## src/design/tcp_option_parser_unit_defines.svh

```systemverilog
// Assertion macros shared by the option parser RTL.
`ifndef TCP_OPTION_PARSER_UNIT_DEFINES_SVH
`define TCP_OPTION_PARSER_UNIT_DEFINES_SVH

`ifndef SYNTHESIS

// Same-cycle implication, disabled while reset is high.
`define TOP_ASSERT_IMPLY(label, clk, rst, ante, cons) \
  label: assert property (@(posedge clk) disable iff (rst) (ante) |-> (cons)) \
    else $error("tcp option parser: same-cycle check failed");

// Next-cycle implication, disabled while reset is high.
`define TOP_ASSERT_NEXT(label, clk, rst, ante, cons) \
  label: assert property (@(posedge clk) disable iff (rst) (ante) |=> (cons)) \
    else $error("tcp option parser: next-cycle check failed");

`else

`define TOP_ASSERT_IMPLY(label, clk, rst, ante, cons)
`define TOP_ASSERT_NEXT(label, clk, rst, ante, cons)

`endif

`endif

```

## src/design/tcp_opt_pkg.sv

```systemverilog
// Types and constants shared by the TCP option parser modules.
package tcp_opt_pkg;

  localparam int SACK_SLOTS = 3;

  localparam logic [7:0] KIND_EOL  = 8'd0;
  localparam logic [7:0] KIND_NOP  = 8'd1;
  localparam logic [7:0] KIND_SACK = 8'd5;
  localparam logic [7:0] KIND_TS   = 8'd8;
  localparam logic [7:0] TS_LEN    = 8'd10;
  localparam logic [7:0] MIN_LEN   = 8'd2;

  typedef enum logic [1:0] {
    PH_KIND = 2'd0,
    PH_LEN  = 2'd1,
    PH_BODY = 2'd2,
    PH_STOP = 2'd3
  } phase_t;

  typedef struct packed {
    logic                         has_ts;
    logic [31:0]                  ts_value;
    logic [31:0]                  ts_echo;
    logic [1:0]                   sack_count;
    logic [SACK_SLOTS-1:0][31:0]  sack_left;
    logic [SACK_SLOTS-1:0][31:0]  sack_right;
  } result_t;

endpackage

```

## src/design/tcp_opt_walk.sv

```systemverilog
// Option record walker: per-byte parse state and captured timestamp/SACK fields.
module tcp_opt_walk
  import tcp_opt_pkg::*;
#(
  parameter int MAX_BLOCKS     = 3,
  parameter int MAX_AREA_BYTES = 40
) (
  input  logic       clk,
  input  logic       rst,
  input  logic       take,
  input  logic [7:0] opt_byte,
  input  logic [5:0] area_len,
  input  logic       last,
  output result_t    result
);

  logic [5:0]  pos;
  phase_t      phase;
  logic [7:0]  cur_kind;
  logic [7:0]  remaining;
  logic [5:0]  body_off;
  logic [31:0] word;
  logic        ts_seen;
  logic [31:0] ts_val;
  logic [31:0] ts_echo;
  logic [31:0] ts_hold;
  logic [1:0]  sack_cnt;
  logic [31:0] sack_left  [MAX_BLOCKS];
  logic [31:0] sack_right [MAX_BLOCKS];

  logic [5:0]  pos_next;
  phase_t      phase_next;
  logic [7:0]  cur_kind_next;
  logic [7:0]  remaining_next;
  logic [5:0]  body_off_next;
  logic [31:0] word_next;
  logic        ts_seen_next;
  logic [31:0] ts_val_next;
  logic [31:0] ts_echo_next;
  logic [31:0] ts_hold_next;
  logic [1:0]  sack_cnt_next;
  logic [31:0] sack_left_next  [MAX_BLOCKS];
  logic [31:0] sack_right_next [MAX_BLOCKS];

  logic [5:0]  len_eff;
  logic        in_area;
  logic [31:0] word_new;
  logic [5:0]  off_new;
  logic        wr_left;
  logic        wr_right;

  assign len_eff  = (area_len > 6'(MAX_AREA_BYTES)) ? 6'(MAX_AREA_BYTES) : area_len;
  assign in_area  = (phase != PH_STOP) && (pos < len_eff);
  assign word_new = {word[23:0], opt_byte};
  assign off_new  = body_off + 6'd1;

  always_comb begin
    phase_next     = phase;
    cur_kind_next  = cur_kind;
    remaining_next = remaining;
    body_off_next  = body_off;
    word_next      = word;
    ts_seen_next   = ts_seen;
    ts_val_next    = ts_val;
    ts_echo_next   = ts_echo;
    ts_hold_next   = ts_hold;
    sack_cnt_next  = sack_cnt;
    wr_left        = 1'b0;
    wr_right       = 1'b0;
    pos_next       = (pos == 6'd63) ? pos : pos + 6'd1;

    if (in_area) begin
      unique case (phase)
        PH_KIND: begin
          if (opt_byte == KIND_EOL) begin
            phase_next = PH_STOP;
          end else if (opt_byte == KIND_NOP) begin
            phase_next = PH_KIND;
          end else if (({1'b0, pos} + 7'd1) >= {1'b0, len_eff}) begin
            // A kind with no room left for its length byte ends the walk.
            phase_next = PH_STOP;
          end else begin
            cur_kind_next = opt_byte;
            phase_next    = PH_LEN;
          end
        end
        PH_LEN: begin
          if ((opt_byte < MIN_LEN) ||
              ({3'b000, pos - 6'd1} + {1'b0, opt_byte} > {3'b000, len_eff})) begin
            phase_next = PH_STOP;
          end else begin
            if (cur_kind == KIND_TS) begin
              cur_kind_next = (opt_byte == TS_LEN) ? cur_kind : KIND_EOL;
            end else if (cur_kind != KIND_SACK) begin
              cur_kind_next = KIND_EOL;
            end
            remaining_next = opt_byte - MIN_LEN;
            body_off_next  = '0;
            phase_next     = (opt_byte == MIN_LEN) ? PH_KIND : PH_BODY;
          end
        end
        PH_BODY: begin
          word_next     = word_new;
          body_off_next = off_new;
          if (cur_kind == KIND_TS) begin
            if (off_new == 6'd4) begin
              ts_hold_next = word_new;
            end else if (off_new == 6'd8) begin
              ts_val_next  = ts_hold;
              ts_echo_next = word_new;
              ts_seen_next = 1'b1;
            end
          end else if ((cur_kind == KIND_SACK) && (sack_cnt < 2'(MAX_BLOCKS))) begin
            // Each SACK block is eight body bytes: left edge, then right edge.
            if (off_new[2:0] == 3'd4) begin
              wr_left = 1'b1;
            end else if (off_new[2:0] == 3'd0) begin
              wr_right      = 1'b1;
              sack_cnt_next = sack_cnt + 2'd1;
            end
          end
          remaining_next = (remaining != 8'd0) ? remaining - 8'd1 : remaining;
          if (remaining_next == 8'd0) begin
            phase_next = PH_KIND;
          end
        end
        PH_STOP: begin
          phase_next = PH_STOP;
        end
        default: begin
          phase_next = PH_STOP;
        end
      endcase
    end
  end

  always_comb begin
    for (int i = 0; i < MAX_BLOCKS; i++) begin
      sack_left_next[i]  = (wr_left && (sack_cnt == 2'(i))) ? word_new : sack_left[i];
      sack_right_next[i] = (wr_right && (sack_cnt == 2'(i))) ? word_new : sack_right[i];
    end
  end

  // The result reflects the state after the current byte has been applied.
  always_comb begin
    result            = '0;
    result.has_ts     = ts_seen_next;
    result.ts_value   = ts_seen_next ? ts_val_next : '0;
    result.ts_echo    = ts_seen_next ? ts_echo_next : '0;
    result.sack_count = sack_cnt_next;
    for (int i = 0; i < MAX_BLOCKS; i++) begin
      if (2'(i) < sack_cnt_next) begin
        result.sack_left[i]  = sack_left_next[i];
        result.sack_right[i] = sack_right_next[i];
      end
    end
  end

  always_ff @(posedge clk) begin
    if (rst) begin
      pos       <= '0;
      phase     <= PH_KIND;
      cur_kind  <= '0;
      remaining <= '0;
      body_off  <= '0;
      ts_seen   <= 1'b0;
      sack_cnt  <= '0;
    end else if (take) begin
      if (last) begin
        pos       <= '0;
        phase     <= PH_KIND;
        cur_kind  <= '0;
        remaining <= '0;
        body_off  <= '0;
        ts_seen   <= 1'b0;
        sack_cnt  <= '0;
      end else begin
        pos       <= pos_next;
        phase     <= phase_next;
        cur_kind  <= cur_kind_next;
        remaining <= remaining_next;
        body_off  <= body_off_next;
        ts_seen   <= ts_seen_next;
        sack_cnt  <= sack_cnt_next;
      end
    end
  end

  // Captured words are masked by ts_seen and sack_cnt, so they need no clearing.
  always_ff @(posedge clk) begin
    if (take) begin
      word    <= word_next;
      ts_val  <= ts_val_next;
      ts_echo <= ts_echo_next;
      ts_hold <= ts_hold_next;
      for (int i = 0; i < MAX_BLOCKS; i++) begin
        sack_left[i]  <= sack_left_next[i];
        sack_right[i] <= sack_right_next[i];
      end
    end
  end

endmodule

```

## src/design/tcp_opt_out.sv

```systemverilog
// Result register that holds one parse result until the consumer takes it.
module tcp_opt_out
  import tcp_opt_pkg::*;
(
  input  logic    clk,
  input  logic    rst,
  input  logic    load,
  input  result_t result,
  input  logic    out_stall,
  output logic    out_valid,
  output result_t held
);

  always_ff @(posedge clk) begin
    if (rst) begin
      out_valid <= 1'b0;
    end else if (load) begin
      out_valid <= 1'b1;
    end else if (!out_stall) begin
      out_valid <= 1'b0;
    end
  end

  always_ff @(posedge clk) begin
    if (load) begin
      held <= result;
    end
  end

endmodule

```

## src/design/tcp_option_parser_unit.sv

```systemverilog
// TCP option parser top level: takes the option bytes of a header, one item per
// cycle, and on the item marked last returns the timestamp and SACK fields found.
// Every cycle one byte item can be accepted; the result for a header appears in
// the output register in the cycle after its last item is accepted. The input is
// stalled only while a finished result sits in the output register and the
// consumer stalls it. An empty option area is sent as a single last item.
module tcp_option_parser_unit
  import tcp_opt_pkg::*;
#(
  parameter int MAX_BLOCKS     = 3,
  parameter int MAX_AREA_BYTES = 40
) (
  input  logic        clk,
  input  logic        rst,
  input  logic        in_valid,
  output logic        in_stall,
  input  logic [7:0]  opt_byte,
  input  logic [5:0]  area_len,
  input  logic        last,
  output logic        out_valid,
  input  logic        out_stall,
  output logic        has_timestamps,
  output logic [31:0] ts_value,
  output logic [31:0] ts_echo,
  output logic [1:0]  sack_count,
  output logic [31:0] sack0_left,
  output logic [31:0] sack0_right,
  output logic [31:0] sack1_left,
  output logic [31:0] sack1_right,
  output logic [31:0] sack2_left,
  output logic [31:0] sack2_right
);

`include "tcp_option_parser_unit_defines.svh"

  logic    take;
  result_t result;
  result_t held;

  assign in_stall = out_valid && out_stall;
  assign take     = in_valid && !in_stall;

  tcp_opt_walk #(
    .MAX_BLOCKS     (MAX_BLOCKS),
    .MAX_AREA_BYTES (MAX_AREA_BYTES)
  ) u_walk (
    .clk      (clk),
    .rst      (rst),
    .take     (take),
    .opt_byte (opt_byte),
    .area_len (area_len),
    .last     (last),
    .result   (result)
  );

  tcp_opt_out u_out (
    .clk       (clk),
    .rst       (rst),
    .load      (take && last),
    .result    (result),
    .out_stall (out_stall),
    .out_valid (out_valid),
    .held      (held)
  );

  assign has_timestamps = held.has_ts;
  assign ts_value       = held.ts_value;
  assign ts_echo        = held.ts_echo;
  assign sack_count     = held.sack_count;
  assign sack0_left     = held.sack_left[0];
  assign sack0_right    = held.sack_right[0];
  assign sack1_left     = held.sack_left[1];
  assign sack1_right    = held.sack_right[1];
  assign sack2_left     = held.sack_left[2];
  assign sack2_right    = held.sack_right[2];

  `TOP_ASSERT_NEXT(a_last_gives_result, clk, rst, take && last, out_valid)
  `TOP_ASSERT_IMPLY(a_held_result_stalls_input, clk, rst, out_valid && out_stall, in_stall)
  `TOP_ASSERT_IMPLY(a_sack_count_bound, clk, rst, out_valid, sack_count <= 2'(MAX_BLOCKS))
  `TOP_ASSERT_IMPLY(a_no_ts_reads_zero, clk, rst, out_valid && !has_timestamps,
                    (ts_value == 32'd0) && (ts_echo == 32'd0))

endmodule

```

## config.mk

```make
export PLATFORM = sky130hd
export DESIGN_NAME = tcp_option_parser_unit
export DESIGN_NICKNAME = d
export VERILOG_FILES = /design/src/design/tcp_opt_pkg.sv /design/src/design/tcp_opt_walk.sv /design/src/design/tcp_opt_out.sv /design/src/design/tcp_option_parser_unit.sv
export VERILOG_INCLUDE_DIRS = /design/src /design/src/design
export SDC_FILE = /design/constraint.sdc
export NUM_CORES = 1
export LEC_CHECK = 0
export BUFFER_PORTS_ARGS = -buffer_cell sky130_fd_sc_hd__buf_2
export CAP_MARGIN = 20
export CORE_AREA = 2 2 235 237
export DETAILED_ROUTE_END_ITERATION = 8
export DIE_AREA = 0 0 237 239
export GPL_ROUTABILITY_DRIVEN = 0
export HOLD_SLACK_MARGIN = 0.1
export PLACE_DENSITY = 0.64
export SETUP_SLACK_MARGIN = 0.5
export SYNTH_ARGS = -nofsm -noshare
export SYNTH_HDL_FRONTEND = slang
export SYNTH_SLANG_ARGS = --single-unit
```

## constraint.sdc

```tcl
create_clock -name clk -period 19.5 [get_ports clk]
set_input_delay 0.975 -clock clk [delete_from_list [all_inputs] [get_ports clk]]
set_output_delay 0.975 -clock clk [all_outputs]
set_load 0.01 [all_outputs]
```

# [After elaboration in Yosys (flattened, before gate mapping)]
# Memories as Yosys holds them, arrays and structs flattened.
# Cells that the tools add are included.
[totals] reg_bits=413 mem_bits_ro=0 latch_bits=0 in_bits=19 mem_count=2 ram_bits=192
[classes] mux=75 eq_ne=25 order_cmp=9 n_mul=0 shifts=0 bitwise=0 n_reduce_logical=28 addsub=8 div=0
[memory_table] name="u_walk.sack_left" words=3 width=32 read_ports=3 rd_clocked_by_memory_dff=0 write_ports=3 line="tcp_opt_walk.sv:28" source="logic [31:0] sack_left [MAX_BLOCKS];"
[memory_table] name="u_walk.sack_right" words=3 width=32 read_ports=3 rd_clocked_by_memory_dff=0 write_ports=3 line="tcp_opt_walk.sv:29" source="logic [31:0] sack_right [MAX_BLOCKS];"
[op_table] op="32-bit two-way mux" n=16
[op_table] op="8-bit two-way mux" n=13
[op_table] op="6-bit two-way mux" n=6
[op_table] op="8-bit one-hot mux with 2 select lines" n=2
[op_table] op="2-bit two-way mux" n=15
[op_table] op="1-bit two-way mux" n=21
[op_table] op="8-bit by 4-bit equality test with 1-bit output, second input constant" n=2
[op_table] op="8-bit zero test" n=2
[op_table] op="6-bit by 1-bit adder with 6-bit output, second input constant" n=2
[op_table] op="3-bit != test, second input constant" n=4
[op_table] op="6-bit one-hot mux with 2 select lines" n=1
[op_table] op="1-bit logical AND" n=11
[op_table] op="6-bit by 8-bit adder with 9-bit output" n=1
[op_table] op="9-bit by 6-bit greater-than comparator with 1-bit output" n=1
[op_table] op="9-bit AND reduction" n=1
[op_table] op="8-bit by 1-bit equality test with 1-bit output, second input constant" n=1
[op_table] op="8-bit by 2-bit equality test with 1-bit output, second input constant" n=1
[op_table] op="8-bit by 3-bit equality test with 1-bit output, second input constant" n=1
[op_table] op="8-bit by 2-bit less-than comparator with 1-bit output, second input constant" n=1
[op_table] op="8-bit by 3-bit != test with 1-bit output, second input constant" n=1
[op_table] op="2-bit one-hot mux with 4 select lines" n=1
[op_table] op="8-bit nonzero test" n=1
[op_table] op="8-bit by 1-bit subtractor with 8-bit output, second input constant" n=1
[op_table] op="8-bit by 2-bit subtractor with 8-bit output, second input constant" n=1
[op_table] op="30 further kinds" n=38

# [Longest topological paths before layout]
[logic_depth] depth_word=10 depth_mapped=18

# [Hierarchy]
# From an unflattened synthesis, not the netlist that was laid out.
[hier_totals] cells_unflattened=2109 area_unflattened_um2=25733.4
[modules_own_cells] mod="tcp_opt_walk" n_inst=1 cells_each=1844 area_each_um2=17902.2
[modules_own_cells] mod="tcp_opt_out" n_inst=1 cells_each=262 area_each_um2=7806.2
[modules_own_cells] mod="tcp_option_parser_unit" n_inst=1 cells_each=3 area_each_um2=25.0

# [Worst setup path after synthesis]
# Ideal clock, no wire load.
[synth_timing] path_type="input to register" startpoint="in out_stall" endpoint="reg u_walk.cur_kind[0]" path_stages=7 setup_ns=0.072 path_slack_ns=6.065 t_arrival_ns=13.363 required_ns=19.428 n_path_buf=0 cell_sequence="nand2_1 -> nand2_1 -> nor2_1 -> a31oi_1 -> and2_1 -> nor3_4 -> mux2i_1"
[synth_between] elab_chain_len=4
[synth_lines] item="from (decl)" line="tcp_option_parser_unit.sv:21" source="input logic out_stall,"
[synth_lines] item="1-bit logical AND" line="tcp_option_parser_unit.sv:40" source="assign in_stall = out_valid && out_stall;"
[synth_lines] item="1-bit zero test" line="tcp_option_parser_unit.sv:41" source="assign take = in_valid && !in_stall;"
[synth_lines] item="1-bit logical AND" line="tcp_option_parser_unit.sv:41"
[synth_lines] item="9-bit AND reduction (no line)"
[synth_lines] item="to (signal assigned)" line="tcp_opt_walk.sv:180" source="cur_kind <= cur_kind_next;"
[synth_lines] item="to (decl)" line="tcp_opt_walk.sv:19" source="logic [7:0] cur_kind;"
# Every way passes these cells.
# A chain may end at the register's enable or synchronous reset.

# [Worst setup path after layout]
[layout_timing] startpoint="in area_len[4]" endpoint="reg u_walk.ts_val[23] (data pin)"
[layout_between] elab_chain_len=5
[layout_lines] item="from (decl)" line="tcp_option_parser_unit.sv:18" source="input logic [5:0] area_len,"
[layout_lines] item="6-bit greater-than comparator" line="tcp_opt_walk.sv:52" source="assign len_eff = (area_len > 6'(MAX_AREA_BYTES)) ? 6'(MAX_AREA_BYTES) : area_len;"
[layout_lines] item="6-bit two-way mux *" line="tcp_opt_walk.sv:52"
[layout_lines] item="6-bit less-than comparator *" line="tcp_opt_walk.sv:53" source="assign in_area = (phase != PH_STOP) && (pos < len_eff);"
[layout_lines] item="1-bit logical AND *" line="tcp_opt_walk.sv:53"
[layout_lines] item="32-bit two-way mux *" line="tcp_opt_walk.sv:72" source="if (in_area) begin"
[layout_lines] item="via u_walk.ts_val_next[23]" line="tcp_opt_walk.sv:38" source="logic [31:0] ts_val_next;"
[layout_lines] item="to (signal assigned)" line="tcp_opt_walk.sv:193" source="ts_val <= ts_val_next;"
[layout_lines] item="to (decl)" line="tcp_opt_walk.sv:24" source="logic [31:0] ts_val;"
# Mark *: on every way through the listed nets, which the timed path passes. The rest lies on a longest branch.

==> flow_metrics.py <==
metrics = {
    "yosys": {
        "ys_types": 64,
        "ys.flop_type": "edfxtp_1",
        "synthesis.area_per_instance_um2": 12.84,
        "synth_edf_count": 571,
        "synth_nets": 2062,
        "async_reset_ff_share_pct": 0,
        "netlist_area_um2": 25710,
        "synth-seq-cells": 605,
        "synth_seq_area_share_pct": 69.34,
        "syn_inst": 2003,
        "yosysWarnings": 0,
    },
    "setup_path": {
        "worst_ep_arrival_time_ns": 4.72,
        "start_kind": "input port",
        "worstSetupPathType": "input port to register",
        "end_kind": "register",
        "cp.required_ns": 19.85,
        "path_max_fanout": 92,
    },
    "finish": {
        "final_area_um2": 29380,
        "drive_gt1_share_pct": 20.32,
        "multi_input_comb_area_um2": 7047,
        "final_nets": 2289,
        "nFillCells": 4471,
        "syn_to_final_growth_pct": 14.27,
        "regArea_um2": 17830,
        "n_antenna_cell": 0,
    },
    "clock_network": {
        "cts_root_buf": "clkbuf_16",
        "ctsLongestPathBuffers": 3,
        "cts_hold_repair.buffers": 0,
        "cts_num_sinks": 605,
        "cts_tree": "built",
        "post_cts_buffers": 0,
        "cts.repair.resized": 0,
        "clock_latency_ns": 0.61,
        "htreeDepth": 2,
        "cts_made_buffers": 60,
        "clk_pin_slew_ns": 0.06,
    },
    "drt": {
        "wl_um": 63190,
        "post_drt_wl_per_cell_um": 21.18,
        "antenna_left": 0,
        "drc_errors": 0,
        "route.vias.total": 16508,
        "drtIter0Drc": 1385,
        "viasPerCell": 5.534,
        "dr.pass1.iters": 5,
    },
    "grt": {
        "grt_pass1_vias": 15805,
        "antenna_found_initial": 2,
        "grt_use_total_pct": 21.78,
        "grt_max_degree": 185,
        "grt_pass1_wl_um": 93780,
        "overflow": 0,
    },
    "timing": {
        "rsz0062_at_grt": "false",
        "worst_slack_ns": 15.14,
        "min_period_ns": 4.365,
        "setup_violations": 0,
        "holdWs_ns": 0.4878,
        "finalClockSkew_ns": 0.01689,
        "worstMarginPinSlew_ns": 1.134,
        "slew_headroom_pct": 24.38,
        "hold_viol_final": 0,
        "slew_viol_final": 0,
        "fin_crit_sh_pct": 22.38,
        "tns_ns": 0,
        "max_freq_ghz": 0.2291,
    },
    "pwr": {
        "p_leak_uw": 0.01148,
        "p_per_area_nw_per_um2": 96.61,
        "total_power_uw": 2838,
        "irDropWorstVdd_uv": 65.15,
    },
    "place": {
        "io_buffers": 279,
        "dpl.hpwl_um": 39320,
        "placed_area_um2": 27400,
        "dpl_worst_slack_ns": 14.52,
    },
    "floorplanning": {
        "die_h_um": 239,
        "die_width_um": 237,
        "core-area_um2": 54340,
        "num_rows": 86,
        "dieArea_um2": 56640,
        "io_pins": 280,
        "initial_core_util_pct": 47.32,
    },
    "outcome": {
        "outcome": "complete, no violations",
    },
    "min_path": {
        "hold_path.class": "register to register",
    },
    "run": {
        "maxCapViolCount": 0,
    },
}
Yosys cell counts (all sizes together), types with 5 or more instances:
| cell type | instances | area, um2 |
|---|---|---|
| mux2 | 65 | 732.0 |
| nor4 | 9 | 77.57 |
| o21ai | 18 | 90.08 |
| o31ai | 5 | 51.30 |
| buf | 78 | 586.8 |
| xor2 | 10 | 87.58 |
| nor2b | 7 | 43.79 |
| nand4 | 8 | 50.05 |
| nand3 | 27 | 177.7 |
| edfxtp | 571 | 17150 |
| a31oi | 5 | 31.28 |
| and3 | 8 | 50.05 |
| a22o | 66 | 578.1 |
| nand2b | 22 | 137.6 |
| nor2 | 25 | 93.84 |
| inv | 24 | 90.09 |
| mux2i | 12 | 120.1 |
| xnor2 | 16 | 140.1 |
| clkbuf | 54 | 202.7 |
| nand2 | 611 | 2293 |
| dfxtp | 34 | 680.7 |
| or2 | 6 | 37.54 |
| and4 | 6 | 52.55 |
| nor3 | 16 | 118.9 |
| ha | 39 | 488.0 |
| a21oi | 211 | 1131 |
cell type report:
cell class / count / area share, %
clock buffers: 75 / 5.408
clock inverters: 36 / 1.346
inverters: 24 / 0.3322
multi-input cells: 1242 / 23.98
flip-flops and latches: 605 / 60.68
well taps: 704 / 2.998
repair buffers: 297 / 5.255
layer usage:
| layer | vias up | track usage (%) | wire, um |
|---|---|---|---|
| met3 | 114 | 4.018 | 4178 |
| met1 | 8105 | 29.46 | 26820 |
| met2 | 599 | 35.66 | 30250 |
| met4 | 0 | 7.288 | 1952 |
| met5 | - | 0 | 0 |
| li1 | 7690 | - | - |
worst max-delay path, cell delays in order:
cell and delay [ns]:
buf_2 0.12, o21ai_0 0.30, nand2_1 0.17, ha_1 0.24, a211oi_1 0.30, o21ai_1 0.19, nor3_4 0.43, and4_4 0.63
buf_4 0.87, mux2_2 0.43
power breakdown:
group          internal, uW  switching (uW)  total (uW)
Sequential             1480            23.9        1500
Clock                   692             484        1180
Combinational          51.3             106         157
Total                  2220             614        2840
logic make-up after synthesis:
| family | Yosys count | share of synthesized area (%) |
|---|---|---|
| XOR/XNOR | 26 | 0.8857 |
| buffers and inverters | 156 | 3.421 |
| multiplexers | 77 | 3.314 |
| adder cells (fa/ha/maj) | 40 | 1.976 |
| flip-flops | 605 | 69.34 |
| AO/OA/AOI/OAI | 334 | 8.278 |
| AND/OR/NAND/NOR | 765 | 12.79 |
sequential cells by signal, summed over array words and instances (netlist names), 6 cells and up:
register and cells:
u_out.held 259, u_walk.sack_left 96, u_walk.sack_right 96, u_walk.ts_echo 32
u_walk.ts_hold 32, u_walk.ts_val 32, u_walk.word 24, u_walk.cur_kind 8
u_walk.remaining 8, u_walk.body_off 6, u_walk.pos 6
worst paths after layout:
check	cells past startpoint	startpoint	slack (ns)	to
hold / removal	2	u_walk.cur_kind[5]	0.49	u_walk.cur_kind[5]
setup / recovery	10	area_len[4]	15.14	u_walk.ts_val[23]
setup reg to reg	6	u_walk.phase[1]	15.21	u_walk.ts_val[23]
hold reg to reg	2	u_walk.cur_kind[5]	0.49	u_walk.cur_kind[5]
placed cells by master (no fill, tap or decap), types with 13 or more instances in the layout:
master,instances
a21oi_1,190
a21oi_2,20
a22o_1,66
buf_2,279
buf_4,17
clkbuf_1,13
clkbuf_16,61
clkinv_1,14
dfxtp_1,34
edfxtp_1,571
ha_1,39
inv_1,23
mux2_1,34
mux2_2,31
nand2_1,611
nand2b_1,22
nand3_1,20
nor2_1,24
o21ai_0,17
xnor2_1,16
through the flow:
step / cells / utilization (%)
after CTS: 2983 / 54.07
after detailed placement: 2872 / 50.42
after global placement: 2872 / 50.42
final: 2983 / 54.07
after floorplan: 2003 / -
after global routing: 2983 / 54.07
No activity file was read; power rests on OpenSTA's default activity.
